===== src/sv/qpe_pkg.sv =====
// ----------------------------------------------------------------------------
// Quoted-printable encoder package
// Shared types, character constants and encoding helpers for the encoder.
// ----------------------------------------------------------------------------
package qpe_pkg;

	// Reset value of the line limit and default depth of the operation queue.
	localparam logic [7:0] QPE_LIMIT_RESET = 8'd75;
	localparam int         QPE_FIFO_DEPTH  = 4;

	// Characters with a special role in the encoding.
	localparam logic [7:0] CH_EQ       = 8'h3D;
	localparam logic [7:0] CH_CR       = 8'h0D;
	localparam logic [7:0] CH_LF       = 8'h0A;
	localparam logic [7:0] CH_SP       = 8'h20;
	localparam logic [7:0] CH_DEL      = 8'h7F;
	localparam logic [7:0] CH_PRINT_LO = 8'h20;
	localparam logic [7:0] CH_ZERO     = 8'h30;
	localparam logic [7:0] CH_A        = 8'h41;

	// Kind of work the back end carries out for one queued operation.
	typedef enum logic [1:0] {
		OP_LIT,
		OP_HEX,
		OP_CRLF
	} op_kind_t;

	// One queued operation: an optional soft break followed by the body.
	typedef struct packed {
		op_kind_t    kind;
		logic        soft_brk;
		logic [7:0]  data;
		logic        run_last;
		logic        msg_end;
	} op_t;

	// Result of classifying one byte against the current line position.
	typedef struct packed {
		logic       special;
		logic       soft_brk;
		logic [7:0] new_pos;
	} enc_t;

	// Upper-case hex digit for one nibble.
	function automatic logic [7:0] hex_char(input logic [3:0] d);
		logic [7:0] r;
		if (d < 4'd10) begin
			r = CH_ZERO + {4'd0, d};
		end else begin
			r = CH_A + {4'd0, d} - 8'd10;
		end
		return r;
	endfunction

	// Classify a byte and decide whether a soft break must come first.
	function automatic enc_t encode(input logic [7:0] b, input logic next_cr,
			input logic [7:0] pos, input logic [7:0] limit);
		enc_t       e;
		logic [8:0] inc;
		logic [8:0] sum;
		e.special  = (b < CH_PRINT_LO) || (b >= CH_DEL) || (b == CH_EQ) ||
			((b == CH_SP) && next_cr);
		inc        = e.special ? 9'd3 : 9'd1;
		sum        = {1'b0, pos} + inc;
		e.soft_brk = sum > {1'b0, limit};
		e.new_pos  = e.soft_brk ? inc[7:0] : sum[7:0];
		return e;
	endfunction

endpackage


===== src/sv/qpe_front.sv =====
// ----------------------------------------------------------------------------
// Quoted-printable encoder front end
// Accepts message bytes, keeps the lookahead byte and the line position, and
// turns each byte into a queued operation for the back end.
// ----------------------------------------------------------------------------
module qpe_front import qpe_pkg::*; (
	input  logic       clk,
	input  logic       arst_n,
	input  logic       cfg_we,
	input  logic [7:0] cfg_wdata,
	input  logic       push,
	input  logic [7:0] in_byte,
	input  logic       in_last,
	output logic       full,
	input  logic       q_full,
	output logic       q_push,
	output op_t        q_op
);

	logic [7:0] limit_q;
	logic [7:0] pos_q;
	logic       held_valid_q;
	logic [7:0] held_q;
	logic       pend_q;
	logic [7:0] pend_byte_q;

	logic       accept;
	logic       crlf;
	enc_t       enc_held;
	enc_t       enc_cur;
	enc_t       enc_pend;

	// A second operation for the final byte blocks new input until it is queued.
	assign full   = pend_q || q_full;
	assign accept = push && !full;
	assign crlf   = held_valid_q && (held_q == CH_CR) && (in_byte == CH_LF);

	assign enc_held = encode(held_q, in_byte == CH_CR, pos_q, limit_q);
	assign enc_cur  = encode(in_byte, 1'b0, pos_q, limit_q);
	assign enc_pend = encode(pend_byte_q, 1'b0, pos_q, limit_q);

	// Build the operation that goes to the queue this cycle.
	always_comb begin
		q_push = 1'b0;
		q_op   = '0;
		if (pend_q) begin
			q_push        = !q_full;
			q_op.kind     = enc_pend.special ? OP_HEX : OP_LIT;
			q_op.soft_brk = enc_pend.soft_brk;
			q_op.data     = pend_byte_q;
			q_op.run_last = 1'b1;
			q_op.msg_end  = 1'b1;
		end else if (accept) begin
			if (crlf) begin
				q_push        = 1'b1;
				q_op.kind     = OP_CRLF;
				q_op.run_last = 1'b1;
				q_op.msg_end  = in_last;
			end else if (held_valid_q) begin
				q_push        = 1'b1;
				q_op.kind     = enc_held.special ? OP_HEX : OP_LIT;
				q_op.soft_brk = enc_held.soft_brk;
				q_op.data     = held_q;
				q_op.run_last = !in_last;
			end else if (in_last) begin
				q_push        = 1'b1;
				q_op.kind     = enc_cur.special ? OP_HEX : OP_LIT;
				q_op.soft_brk = enc_cur.soft_brk;
				q_op.data     = in_byte;
				q_op.run_last = 1'b1;
				q_op.msg_end  = 1'b1;
			end
		end
	end

	// Line limit register.
	always_ff @(posedge clk or negedge arst_n) begin
		if (!arst_n) begin
			limit_q <= QPE_LIMIT_RESET;
		end else if (cfg_we) begin
			limit_q <= cfg_wdata;
		end
	end

	// Lookahead, line position and pending final byte.
	always_ff @(posedge clk or negedge arst_n) begin
		if (!arst_n) begin
			pos_q        <= '0;
			held_valid_q <= 1'b0;
			pend_q       <= 1'b0;
		end else if (pend_q) begin
			if (!q_full) begin
				pend_q <= 1'b0;
				pos_q  <= '0;
			end
		end else if (accept) begin
			if (crlf) begin
				held_valid_q <= 1'b0;
				pos_q        <= '0;
			end else if (held_valid_q) begin
				pos_q        <= enc_held.new_pos;
				held_valid_q <= !in_last;
				pend_q       <= in_last;
			end else begin
				held_valid_q <= !in_last;
				if (in_last) begin
					pos_q <= '0;
				end
			end
		end
	end

	// Byte payload registers.
	always_ff @(posedge clk) begin
		if (accept && !crlf) begin
			held_q      <= in_byte;
			pend_byte_q <= in_byte;
		end
	end

endmodule


===== src/sv/qpe_fifo.sv =====
// ----------------------------------------------------------------------------
// Quoted-printable encoder operation queue
// A short queue of operations between the front end and the back end.
// ----------------------------------------------------------------------------
module qpe_fifo import qpe_pkg::*; #(
	parameter int DEPTH = QPE_FIFO_DEPTH
) (
	input  logic clk,
	input  logic arst_n,
	input  logic push,
	input  op_t  push_op,
	output logic full,
	input  logic pop,
	output op_t  head_op,
	output logic empty
);

	localparam int PW = (DEPTH > 1) ? $clog2(DEPTH) : 1;
	localparam int CW = $clog2(DEPTH + 1);

	op_t           mem_q [DEPTH];
	logic [PW-1:0] wr_q;
	logic [PW-1:0] rd_q;
	logic [CW-1:0] count_q;
	logic          push_ok;
	logic          pop_ok;

	assign full    = count_q == CW'(DEPTH);
	assign empty   = count_q == '0;
	assign push_ok = push && !full;
	assign pop_ok  = pop && !empty;
	assign head_op = mem_q[rd_q];

	// Storage.
	always_ff @(posedge clk) begin
		if (push_ok) begin
			mem_q[wr_q] <= push_op;
		end
	end

	// Pointers and fill count.
	always_ff @(posedge clk or negedge arst_n) begin
		if (!arst_n) begin
			wr_q    <= '0;
			rd_q    <= '0;
			count_q <= '0;
		end else begin
			if (push_ok) begin
				wr_q <= (wr_q == PW'(DEPTH - 1)) ? '0 : wr_q + 1'b1;
			end
			if (pop_ok) begin
				rd_q <= (rd_q == PW'(DEPTH - 1)) ? '0 : rd_q + 1'b1;
			end
			if (push_ok && !pop_ok) begin
				count_q <= count_q + 1'b1;
			end else if (pop_ok && !push_ok) begin
				count_q <= count_q - 1'b1;
			end
		end
	end

endmodule


===== src/sv/qpe_back.sv =====
// ----------------------------------------------------------------------------
// Quoted-printable encoder back end
// Expands each queued operation into output characters, one per cycle while
// operations are queued and the receiver takes them, through an output register.
// ----------------------------------------------------------------------------
module qpe_back import qpe_pkg::*; (
	input  logic       clk,
	input  logic       arst_n,
	input  op_t        head_op,
	input  logic       q_empty,
	output logic       q_pop,
	output logic       empty,
	input  logic       pop,
	output logic [7:0] out_byte,
	output logic       run_last,
	output logic       msg_end
);

	logic [2:0] step_q;
	logic       out_valid_q;
	logic [7:0] out_byte_q;
	logic       out_run_last_q;
	logic       out_msg_end_q;

	logic [2:0] soft_len;
	logic [2:0] body_len;
	logic [2:0] body_idx;
	logic       last_char;
	logic       load;
	logic [7:0] ch;

	assign empty    = !out_valid_q;
	assign out_byte = out_byte_q;
	assign run_last = out_run_last_q;
	assign msg_end  = out_msg_end_q;

	// The output register takes a new character when it is free or drained.
	assign load  = !q_empty && (!out_valid_q || pop);
	assign q_pop = load && last_char;

	// Character at the current step of the head operation.
	always_comb begin
		soft_len = head_op.soft_brk ? 3'd3 : 3'd0;
		body_idx = step_q - soft_len;
		unique case (head_op.kind)
			OP_LIT:  body_len = 3'd1;
			OP_HEX:  body_len = 3'd3;
			OP_CRLF: body_len = 3'd2;
			default: body_len = 3'd1;
		endcase
		last_char = step_q == (soft_len + body_len - 3'd1);
		if (head_op.soft_brk && (step_q < 3'd3)) begin
			unique case (step_q)
				3'd0:    ch = CH_EQ;
				3'd1:    ch = CH_CR;
				default: ch = CH_LF;
			endcase
		end else begin
			unique case (head_op.kind)
				OP_LIT: ch = head_op.data;
				OP_HEX: begin
					unique case (body_idx)
						3'd0:    ch = CH_EQ;
						3'd1:    ch = hex_char(head_op.data[7:4]);
						default: ch = hex_char(head_op.data[3:0]);
					endcase
				end
				OP_CRLF: ch = (body_idx == 3'd0) ? CH_CR : CH_LF;
				default: ch = head_op.data;
			endcase
		end
	end

	// Step counter and output valid.
	always_ff @(posedge clk or negedge arst_n) begin
		if (!arst_n) begin
			step_q      <= '0;
			out_valid_q <= 1'b0;
		end else if (load) begin
			out_valid_q <= 1'b1;
			step_q      <= last_char ? 3'd0 : step_q + 3'd1;
		end else if (pop) begin
			out_valid_q <= 1'b0;
		end
	end

	// Output payload.
	always_ff @(posedge clk) begin
		if (load) begin
			out_byte_q     <= ch;
			out_run_last_q <= last_char && head_op.run_last;
			out_msg_end_q  <= last_char && head_op.msg_end;
		end
	end

endmodule


===== src/sv/quoted_printable_encoder_top.sv =====
// Path: the characters caused by an item pass through the operation queue and
// the output register before they reach the result ports.
// Throughput: one output character per cycle while the receiver takes them; an
// item yields 0 to 12 characters, typically 1 to 3, and the front end takes one
// item per cycle while the queue has room and no second operation is pending.
// Reset: asynchronous, clears the lookahead, line position, queue and output.
// ----------------------------------------------------------------------------
// Quoted-printable encoder top level
// Front end classifies bytes, a short queue decouples it from the back end
// that emits the encoded characters.
// ----------------------------------------------------------------------------
module quoted_printable_encoder_top import qpe_pkg::*; #(
	parameter int FIFO_DEPTH = QPE_FIFO_DEPTH
) (
	input  logic       clk,
	input  logic       arst_n,
	input  logic       cfg_we,
	input  logic [7:0] cfg_wdata,
	input  logic       push,
	output logic       full,
	input  logic [7:0] in_byte,
	input  logic       in_last,
	output logic       empty,
	input  logic       pop,
	output logic [7:0] out_byte,
	output logic       run_last,
	output logic       msg_end
);

	logic q_push;
	op_t  q_op;
	logic q_full;
	logic q_pop;
	op_t  head_op;
	logic q_empty;

	// Byte classification and line tracking.
	qpe_front u_front (
		.clk       (clk),
		.arst_n    (arst_n),
		.cfg_we    (cfg_we),
		.cfg_wdata (cfg_wdata),
		.push      (push),
		.in_byte   (in_byte),
		.in_last   (in_last),
		.full      (full),
		.q_full    (q_full),
		.q_push    (q_push),
		.q_op      (q_op)
	);

	// Operation queue.
	qpe_fifo #(
		.DEPTH (FIFO_DEPTH)
	) u_fifo (
		.clk     (clk),
		.arst_n  (arst_n),
		.push    (q_push),
		.push_op (q_op),
		.full    (q_full),
		.pop     (q_pop),
		.head_op (head_op),
		.empty   (q_empty)
	);

	// Character generation.
	qpe_back u_back (
		.clk      (clk),
		.arst_n   (arst_n),
		.head_op  (head_op),
		.q_empty  (q_empty),
		.q_pop    (q_pop),
		.empty    (empty),
		.pop      (pop),
		.out_byte (out_byte),
		.run_last (run_last),
		.msg_end  (msg_end)
	);

endmodule


===== config.mk =====
export PLATFORM = sky130hd
export DESIGN_NAME = quoted_printable_encoder_top
export DESIGN_NICKNAME = d
export VERILOG_FILES = /design/src/sv/qpe_pkg.sv /design/src/sv/qpe_front.sv /design/src/sv/qpe_fifo.sv /design/src/sv/qpe_back.sv /design/src/sv/quoted_printable_encoder_top.sv
export SDC_FILE = /design/constraint.sdc
export NUM_CORES = 1
export LEC_CHECK = 0
export ABC_AREA = 1
export BUFFER_PORTS_ARGS = -buffer_cell sky130_fd_sc_hd__buf_2
export CAP_MARGIN = 30
export CORE_ASPECT_RATIO = 1.25
export CORE_MARGIN = 3
export CORE_UTILIZATION = 39
export CTS_BUF_LIST = sky130_fd_sc_hd__clkbuf_4 sky130_fd_sc_hd__clkbuf_8
export DETAILED_ROUTE_END_ITERATION = 10
export GPL_TIMING_DRIVEN = 1
export HOLD_SLACK_MARGIN = 0.02
export PLACE_DENSITY = 0.65
export SYNTH_ARGS = -nofsm -noshare
export SYNTH_HDL_FRONTEND = slang
export SYNTH_SLANG_ARGS = --single-unit

===== constraint.sdc =====
create_clock -name clk -period 11.3 [get_ports clk]
set_input_delay 0 -clock clk [delete_from_list [all_inputs] [get_ports clk]]
set_output_delay 0 -clock clk [all_outputs]
set_load 0.02 [all_outputs]

## After elaboration in Yosys (flattened, before gate mapping)

Memory sizes are Yosys's and may differ from the RTL's.
Index checks and enable logic that the tools add are counted.

| word-level totals | value |
|---|---|
| memories | 1 |
| logic and storage cells | 145 |
| register bits after elaboration | 47 |
| output and inout bits | 12 |
| memory bits (writable) | 52 |
| input port bits | 22 |

Memory list:

| memory | depth | bits a word | rd ports | clocked after memory_dff | write ports | RTL line | text |
|---|---|---|---|---|---|---|---|
| u_fifo.mem_q | 4 | 13 | 1 | 0 | 1 | qpe_fifo.sv:21 | `op_t mem_q [DEPTH];` |

| operators by class | value |
|---|---|
| add/sub/neg operators | 17 |
| mux-type cells | 50 |
| order comparisons | 10 |
| reduce and logical (&&, ||, !) cells | 38 |
| bitwise gates (word level) | 1 |
| equal/unequal tests | 15 |

Operator list:

| operator | number |
|---|---|
| 2-to-1 mux 8 bit | 10 |
| 2-to-1 mux 13 bit | 3 |
| case mux 8 bit (2 select lines) | 2 |
| adder 8 x 9 -> 9 bit | 3 |
| greater-than comparator 9 x 8 -> 1 bit | 3 |
| == test 8 x 4 -> 1 bit (second input constant) | 3 |
| == test 8 x 6 -> 1 bit (second input constant) | 3 |
| 2-to-1 mux 1 bit | 19 |
| adder 7 x 4 -> 8 bit (first input constant) | 2 |
| greater-or-equal comparator 8 x 7 -> 1 bit (second input constant) | 2 |
| less-than comparator 8 x 6 -> 1 bit (second input constant) | 2 |
| 2-to-1 mux 2 bit | 8 |
| subtractor 8 x 4 -> 8 bit (second input constant) | 2 |
| adder 6 x 4 -> 7 bit (first input constant) | 2 |
| logical AND 1 bit | 14 |
| 2-to-1 mux 12 bit | 1 |
| 2-to-1 mux 3 bit | 4 |
| case mux 6 bit (2 select lines) | 1 |
| zero test 3 bit | 3 |
| 2-to-1 mux 9 bit | 1 |
| zero test 1 bit | 8 |
| less-than comparator 4 bit (second input constant) | 2 |
| logical OR 1 bit | 7 |
| adder 3 x 1 -> 3 bit (second input constant) | 2 |
| 17 further kinds | 24 |

## Depth between registers and ports, before layout

Gate-level depths: netlist of run 1.

| logic depth | value |
|---|---|
| depth in word-level cells | 12 |
| depth in mapped cells | 25 |

## Modules after synthesis

From an unflattened synthesis of run 1, not the netlist that was laid out.

| unflattened totals | value |
|---|---|
| cells, all modules | 728 |
| area, all modules | 6319.8 um^2 |

Modules (own cells, without submodules):

| module | area an instance (um^2) | cells an instance | times used |
|---|---|---|---|
| qpe_fifo | 2613.8 | 212 | 1 |
| qpe_front | 2552.4 | 363 | 1 |
| qpe_back | 1153.6 | 153 | 1 |

## Worst setup path after synthesis of run 1

Ideal clock, no wire load.

| timing | value |
|---|---|
| path type | register -> register |
| start point | reg u_fifo.rd_q[0] |
| end point | reg u_fifo.count_q[1] |
| slack | 7.659 ns |
| cell stages (with the launch flop) | 21 |
| arrival | 3.515 ns |
| setup time | 0.127 ns |
| cell sequence | dfrtp_1 inv_2 buf_6 buf_2 nand2_1 a32oi_1 inv_1 ha_1 clkbuf_1 inv_1 ha_1 xnor2_1 xor2_1 nand2_1 nor2_1 inv_2 ha_1 inv_1 fa_1 nor2_1 a21oi_1 |

| between the ends | value |
|---|---|
| cells in the longest elaborated chain, start to end | 11 |

RTL lines:

| element | RTL line | text |
|---|---|---|
| start, declared | qpe_fifo.sv:23 | `logic [PW-1:0] rd_q;` |
| start signal, assigned | qpe_fifo.sv:52 | `rd_q <= (rd_q == PW'(DEPTH - 1)) ? '0 : rd_q + 1'b1;` |
| memory (4 x 13 bit) (*) | -- |  |
| == test 2 bit / == test 2 x 1 -> 1 bit (equally long branches) | qpe_back.sv:45 | `unique case (head_op.kind)` |
| case mux 2 bit (2 select lines) | qpe_back.sv:45 |  |
| adder 3 x 2 -> 3 bit (*) | qpe_back.sv:51 | `last_char = step_q == (soft_len + body_len - 3'd1);` |
| subtractor 3 x 1 -> 3 bit (*) | qpe_back.sv:51 |  |
| == test 3 bit (*) | qpe_back.sv:51 |  |
| logical AND 1 bit (*) | qpe_back.sv:39 | `assign q_pop = load && last_char;` |
| logical AND 1 bit (*) | qpe_fifo.sv:31 | `assign pop_ok = pop && !empty;` |
| zero test 1 bit | qpe_fifo.sv:54 | `if (push_ok && !pop_ok) begin` |
| logical AND 1 bit | qpe_fifo.sv:54 |  |
| 2-to-1 mux 3 bit / nonzero test 2 bit (equally long branches) | -- |  |
| end signal, assigned | qpe_fifo.sv:55 | `count_q <= count_q + 1'b1;` |
| end signal, assigned | qpe_fifo.sv:57 | `count_q <= count_q - 1'b1;` |
| end, declared | qpe_fifo.sv:24 | `logic [CW-1:0] count_q;` |

Mark *: on every way between the ends. The rest lies on a longest branch, timed or not.
A chain may end at the register's enable or synchronous reset.

## Final worst setup path of run 1

Same ends and word-level chain as after synthesis.

==> flow_metrics.py, run 1 <==
metrics = {
    "cells_and_area": {
        "synthToLayoutAreaGrowth_pct": 13.8,
        "drive_gt1_frac": 0.125,
        "final_util": 0.457,
        "nets": 818,
        "fillers": 1519,
        "finalInstanceArea_um2": 6920,
        "diodes": 0,
        "stdcell_count": 959,
    },
    "floorplanning": {
        "rows": 50,
        "coreArea_um2": 15100,
        "dieArea_um2": 17100,
        "start_util": 0.402,
        "ios": 34,
        "die_h_um": 146,
        "die_w_um": 118,
    },
    "yosys": {
        "ys_seq_area_frac": 0.466,
        "yosysTopAreaCellShare": 0.346,
        "synthSimpleGateAreaFrac": 0.232,
        "synth_top_area_cell": "edfxtp_1",
        "synth_fp_nets": 755,
        "synth_compound_area_frac": 0.0819,
        "synth_top_family_by_area": "simple AND/OR/NAND/NOR gates",
        "synth_seq_cells": 99,
        "ys_types": 46,
        "syn_avg_cell_area_um2": 8.89,
        "netlist_instances": 684,
        "muxShareOfSynthArea": 0.00185,
        "synth_edf_count": 70,
        "async_flop_share": 0.293,
        "synthAdderAreaFrac": 0.107,
        "ys_top_cells_by_area": "edfxtp_1 (35%), dfrtp_1 (10%), nand2_1 (9.8%)",
        "synth_ff_type": "edfxtp_1",
        "synth_xor_area_frac": 0.0360,
        "yosysWarnings": 0,
        "synthesis.area_um2": 6080,
    },
    "place": {
        "dp_hpwl_mm": 9.17,
        "portBuffers": 33,
        "dp_cells": 912,
        "place_area_um2": 6410,
        "gp_congestion": 0.817,
    },
    "clock_tree": {
        "clk_latency_ns": 0.38,
        "cts_tree": "yes",
        "cts_sinks": 99,
        "clkTransAtPathRegs_ns": 0.09,
        "cts_setup_buffers": 0,
        "cts_resized": 0,
        "root_buffer": "clkbuf_8",
        "cts_made_buffers": 9,
        "cts_hold_buf": 32,
        "clk_path_buf_depth": 2,
        "h-tree-depth": 3,
    },
    "detailed_routing": {
        "drtPass1Iterations": 4,
        "drc": 0,
        "routedWlPerCell_um": 12.5,
        "ant_nets": 0,
        "avgViaCountPerCell": 4.76,
        "drt_iter0_drc": 222,
        "wirelength_mm": 12.0,
        "vias": 4561,
    },
    "worst_setup_path": {
        "crit_chain": "inv_2 -> nand2_1 -> a32oi_1 -> inv_1 -> ha_1 -> inv_1 -> ha_1 -> xnor2_1 -> xor2_1 -> nand2_1 -> nor2_1 -> inv_2 -> ha_1 -> inv_1 -> fa_1 -> nor2_1 -> a21oi_1",
        "startpoint_type": "flop",
        "rr_startpoint": "u_fifo.rd_q[0]",
        "cp-startpoint": "u_fifo.rd_q[0]",
        "path_class": "flop to flop",
        "critPathArrivalTime_ns": 4.50,
        "end_kind": "flop",
        "r2r_slack_ns": 7.06,
        "critPathMaxStageDelay_ns": 0.74,
        "critPathRequiredTime_ns": 11.56,
        "r2r_cells": 17,
        "cp-endpoint": "u_fifo.count_q[1]",
        "rr_endpoint": "u_fifo.count_q[1]",
        "cpMaxStageDelayCell": "dfrtp_1",
        "crit_path_max_fanout": 30,
    },
    "sta": {
        "fmaxAchievable_mhz": 236,
        "rsz0062_at_grt": "no",
        "slew-limit-headroom": 0.379,
        "hold_viol": 0,
        "finClkSkew_ns": 0.0110,
        "worst_pin_slew_ns": 0.931,
        "tns_ns": 0,
        "finalMaxSlewViolations": 0,
        "fin_crit_ns": 4.24,
        "period_share": 0.375,
        "setup_viol_count_final": 0,
    },
    "grt": {
        "grt_max_degree": 31,
        "antenna_found_initial": 0,
        "grt_use_total": 0.149,
        "grt_pass1_wl_mm": 21.0,
        "overflow": 0,
        "grt_pass1_vias": 4524,
    },
    "hold_path": {
        "hold_class": "input port to flop",
        "hold_start": "push",
    },
    "power": {
        "p_leak_nw": 3.14,
        "ir_drop_v": 0.0000793,
        "power_density_nw_per_um2": 273,
    },
    "flow_run": {
        "maxCapViolations": 0,
    },
    "status": {
        "status": "finished clean",
    },
}
## final cells by class
class / instances / area [um2] / share of cell area
Sequential cell: 99 / 2830 / 0.409
Multi-Input combinational cell: 474 / 2790 / 0.403
Tap cell: 208 / 260 / 0.0376
Clock inverter: 5 / 55.1 / 0.00796
Clock buffer: 10 / 131 / 0.0190
Timing Repair Buffer: 65 / 485 / 0.0702
Inverter: 98 / 368 / 0.0532
## synthesized netlist by cell type (all sizes together) (2+ instances only)
| master | number |
|---|---|
| nand2 | 175 |
| inv | 98 |
| edfxtp | 70 |
| nor2 | 61 |
| o21ai | 56 |
| nand3 | 54 |
| ha | 44 |
| dfrtp | 25 |
| a21oi | 20 |
| xor2 | 19 |
| buf | 8 |
| nor3 | 7 |
| xnor2 | 6 |
| clkbuf | 5 |
| fa | 5 |
| dfstp | 4 |
| nand4 | 4 |
| nand3b | 3 |
| a21o | 2 |
| a31oi | 2 |
| a32oi | 2 |
| and3 | 2 |
| nor4 | 2 |
| o21bai | 2 |
| o31ai | 2 |
## state kept, by name (all words and copies together), names as in the netlist, 2 cells and up
| name | count |
|---|---|
| u_back.out_byte | 8 |
| u_back.step_q | 3 |
| u_fifo.count_q | 3 |
| u_fifo.mem_q | 52 |
| u_fifo.rd_q | 2 |
| u_fifo.wr_q | 2 |
| u_front.held_q | 8 |
| u_front.limit_q | 8 |
| u_front.pos_q | 8 |
## metal layers
layer	vias to the layer above	wire (um)	global-route usage
met5	-	0	0
met4	0	329	0.0651
met3	23	212	0.0198
met2	59	6270	0.271
met1	2110	5220	0.176
li1	2369	-	-
## cells by family (layout without fill, tap and decap cells)
| family | after synthesis | after routing |
|---|---|---|
| adder cells (fa/ha/maj) | 49 | 49 |
| AND/OR/NAND/NOR | 309 | 309 |
| buffers and inverters | 111 | 178 |
| flip-flops | 99 | 99 |
| AO/OA/AOI/OAI | 90 | 90 |
| multiplexers | 1 | 1 |
| XOR/XNOR | 25 | 25 |
## critical path, delay by kind of cell, from the launching register on
kind | cells | cell delay, ns
xor gates and xnor gates | 2 | 0.33
adders and majority gates | 4 | 1.32
buffers and inverters | 5 | 0.82
and+or+nand+nor | 4 | 0.61
DFF | 1 | 0.74
AOI/OAI and AO/OA | 2 | 0.29
## cell usage in the layout (no fill, tap or decap), types with 6 or more instances in the layout
| cell | n |
|---|---|
| inv_2 | 7 |
| nor2_1 | 51 |
| xnor2_1 | 6 |
| dlygate4sd3_1 | 32 |
| nor3_1 | 6 |
| o21ai_0 | 51 |
| inv_1 | 91 |
| edfxtp_1 | 70 |
| nand2_2 | 12 |
| dfrtp_1 | 25 |
| buf_2 | 33 |
| nand3_1 | 49 |
| nand2_1 | 159 |
| nor2_2 | 8 |
| ha_1 | 44 |
| a21oi_1 | 20 |
| xor2_1 | 19 |
| clkbuf_8 | 9 |
## how the worst min path moves through the flow
stage	to	slack [ns]	cells past startpoint
after global routing	u_front.pos_q[1]	0.05	4
after global placement	u_front.limit_q[5]	0.1	1
after floorplan	u_back.out_valid_q	-0.30	0
after CTS	u_front.pos_q[1]	0.04	4
final	u_front.pos_q[1]	0.06	4
after detailed placement	u_front.limit_q[7]	0.08	1
## where the power goes
group | leakage [nW] | internal (mW) | switching [mW]
combinational | 2.02 | 0.358 | 0.662
sequential | 1.02 | 0.562 | 0.0798
clock | 0.0932 | 0.103 | 0.122
## stage by stage
stage | hold WS, ns | power (mW) | setup slack [ns]
after CTS | 0.0381 | 1.90 | 7.04
final | 0.0565 | 1.89 | 7.06
after global placement | 0.0968 | 1.65 | 7.15
after detailed placement | 0.0827 | 1.67 | 7.07
after global routing | 0.0532 | 2.09 | 6.52
after floorplan | -0.296 | 1.46 | 7.66
(Power assumes the default switching activity.)
==> run 2, diff against run 1 <==
Settings changed: PLACE_DENSITY 0.65 to 0.67.
Clock period 11.3 ns to 3.49 ns, I/O delays scaled along.
==> flow_metrics.py, run 2 (synthesis gave the netlist of run 1 again) <==
metrics = {
    "sta": {
        "finalMaxSlewViolations": 0,
        "setup_viol_count_final": 0,
        "period_share": 0.908,
        "slew-limit-headroom": 0.478,
        "worst_hold_slack_ns": 0.0462,
        "worst_pin_slew_ns": 0.783,
        "tns_ns": 0,
        "fin_crit_ns": 3.17,
        "hold_viol": 0,
        "finClkSkew_ns": 0.0119,
        "fmaxAchievable_mhz": 315,
    },
    "clock_tree": {
        "cts_tree": "yes",
        "h-tree-depth": 3,
        "cts_sinks": 99,
        "clkTransAtPathRegs_ns": 0.10,
        "root_buffer": "clkbuf_8",
        "cts_made_buffers": 9,
        "clk_path_buf_depth": 2,
        "clk_latency_ns": 0.38,
    },
    "worst_setup_path": {
        "path_common_cell": "nand2_1",
        "cpMaxStageDelayCell": "edfxtp_1",
        "crit_chain": "nor2_2 -> inv_2 -> nor4_4 -> a21oi_4 -> fa_2 -> nor2_4 -> xor2_1 -> inv_1 -> ha_1 -> nand2_1 -> o21bai_1 -> nand3_1 -> nand2_1 -> nand2_1 -> nand2_1 -> nand2_2 -> nand2_1 -> nand2_1 -> nand2_1 -> nand2_2",
        "critPathArrivalTime_ns": 3.30,
        "critPathRequiredTime_ns": 3.62,
        "path_class": "flop to flop",
        "end_kind": "flop",
        "critPathMaxStageDelay_ns": 0.43,
        "startpoint_type": "flop",
        "crit_path_max_fanout": 4,
    },
    "floorplanning": {
        "start_util": 0.402,
        "coreArea_um2": 15100,
        "ios": 34,
        "die_h_um": 146,
        "rows": 50,
        "dieArea_um2": 17100,
        "die_w_um": 118,
    },
    "detailed_routing": {
        "avgViaCountPerCell": 4.74,
        "wirelength_mm": 12.6,
        "ant_nets": 0,
        "drtPass1Iterations": 4,
        "routedWlPerCell_um": 12.9,
        "drt_iter0_drc": 267,
        "vias": 4643,
        "drc": 0,
    },
    "cells_and_area": {
        "diodes": 0,
        "final_util": 0.473,
        "largest_reg_flops": 52,
        "nets": 838,
        "fillers": 1475,
        "drive_gt1_frac": 0.172,
        "multi_input_comb_area_um2": 2870,
        "final_cell_mix": "nand2_1 (157), inv_1 (90), edfxtp_1 (70)",
        "top_register": "u_fifo.mem_q",
        "register_area_um2": 2830,
        "final_common_cell": "nand2_1",
        "synthToLayoutAreaGrowth_pct": 17.8,
    },
    "power": {
        "ir_drop_v": 0.000302,
        "power_density_nw_per_um2": 895,
        "p_leak_nw": 3.25,
    },
    "place": {
        "gp_congestion": 0.848,
        "portBuffers": 33,
        "dp_hpwl_mm": 9.24,
    },
    "flow_run": {
        "maxCapViolations": 0,
    },
    "grt": {
        "grt_pass1_wl_mm": 21.8,
        "antenna_found_initial": 0,
        "grt_use_total": 0.154,
        "grt_max_degree": 30,
        "overflow": 0,
        "grt_pass1_vias": 4586,
    },
    "status": {
        "status": "finished clean",
    },
    "hold_path": {
        "hold_class": "input port to flop",
    },
}
## run 2: repair_timing
action	CTS	global route
gates resized for setup	1	21
endpoints found under the setup margin	4	14
pin swaps	0	7
setup buffers	0	4
cloned	0	0
endpoints found under the hold margin	42	0
hold buffers	32	0
## run 2: path summary, 6_finish.rpt
check / cells past startpoint / end / from / slack [ns]
worst min register to register: 2 / u_fifo.wr_q[1] / u_fifo.wr_q[1] / 0.53
worst max register to register: 20 / u_fifo.mem_q[2][10] / u_front.held_q[6] / 0.32
min in group asynchronous: 2 / u_front.pos_q[7] / arst_n / 0.22
max in group asynchronous: 2 / u_fifo.rd_q[0] / arst_n / 2.77
worst min-delay path: 4 / u_front.pos_q[1] / push / 0.05
worst max-delay path: 20 / u_fifo.mem_q[2][10] / u_front.held_q[6] / 0.32
## run 2: final cells by class
| cell class | instances | share of cell area |
|---|---|---|
| repair buffers | 85 | 0.0892 |
| flip-flops and latches | 99 | 0.395 |
| clock inverters | 3 | 0.00332 |
| well taps | 208 | 0.0363 |
| clock buffers | 13 | 0.0232 |
| inverters | 98 | 0.0513 |
| multi-input cells | 474 | 0.401 |
## run 2: metal layers
metal  wire [um]  GRT usage
met1        5440      0.186
met2        6630      0.279
met3         367     0.0276
met4         204     0.0504
met5           0          0
## run 2: power by group
group          switching (mW)  internal, mW  total, mW
registers               0.173          1.82       1.99
clock network           0.398         0.316      0.714
logic                    2.35          1.36       3.71
total                    2.92          3.50       6.42
## run 2: worst max-delay path: cells and delay by family, from the launching register on
| kind | cells | cell delay [ns] |
|---|---|---|
| AND/OR/NAND/NOR | 13 | 1.28 |
| adder cells (fa/ha/maj) | 2 | 0.69 |
| flip-flops | 1 | 0.43 |
| AO/OA/AOI/OAI | 2 | 0.23 |
| XOR/XNOR | 1 | 0.15 |
| buffers and inverters | 2 | 0.14 |
## run 2: per-stage QoR
stage / cell area, um2 / power [mW] / cells / worst slack (ns)
after floorplan: 6100 / 4.77 / 684 / 0.0179
after global placement: 6540 / 5.57 / 928 / 0.0689
after detailed placement: 6540 / 5.64 / 928 / 0.00358
after CTS: 7050 / 6.40 / 976 / 0.000923
after global routing: 7170 / 7.12 / 980 / -0.0138
final: 7170 / 6.42 / 980 / 0.320
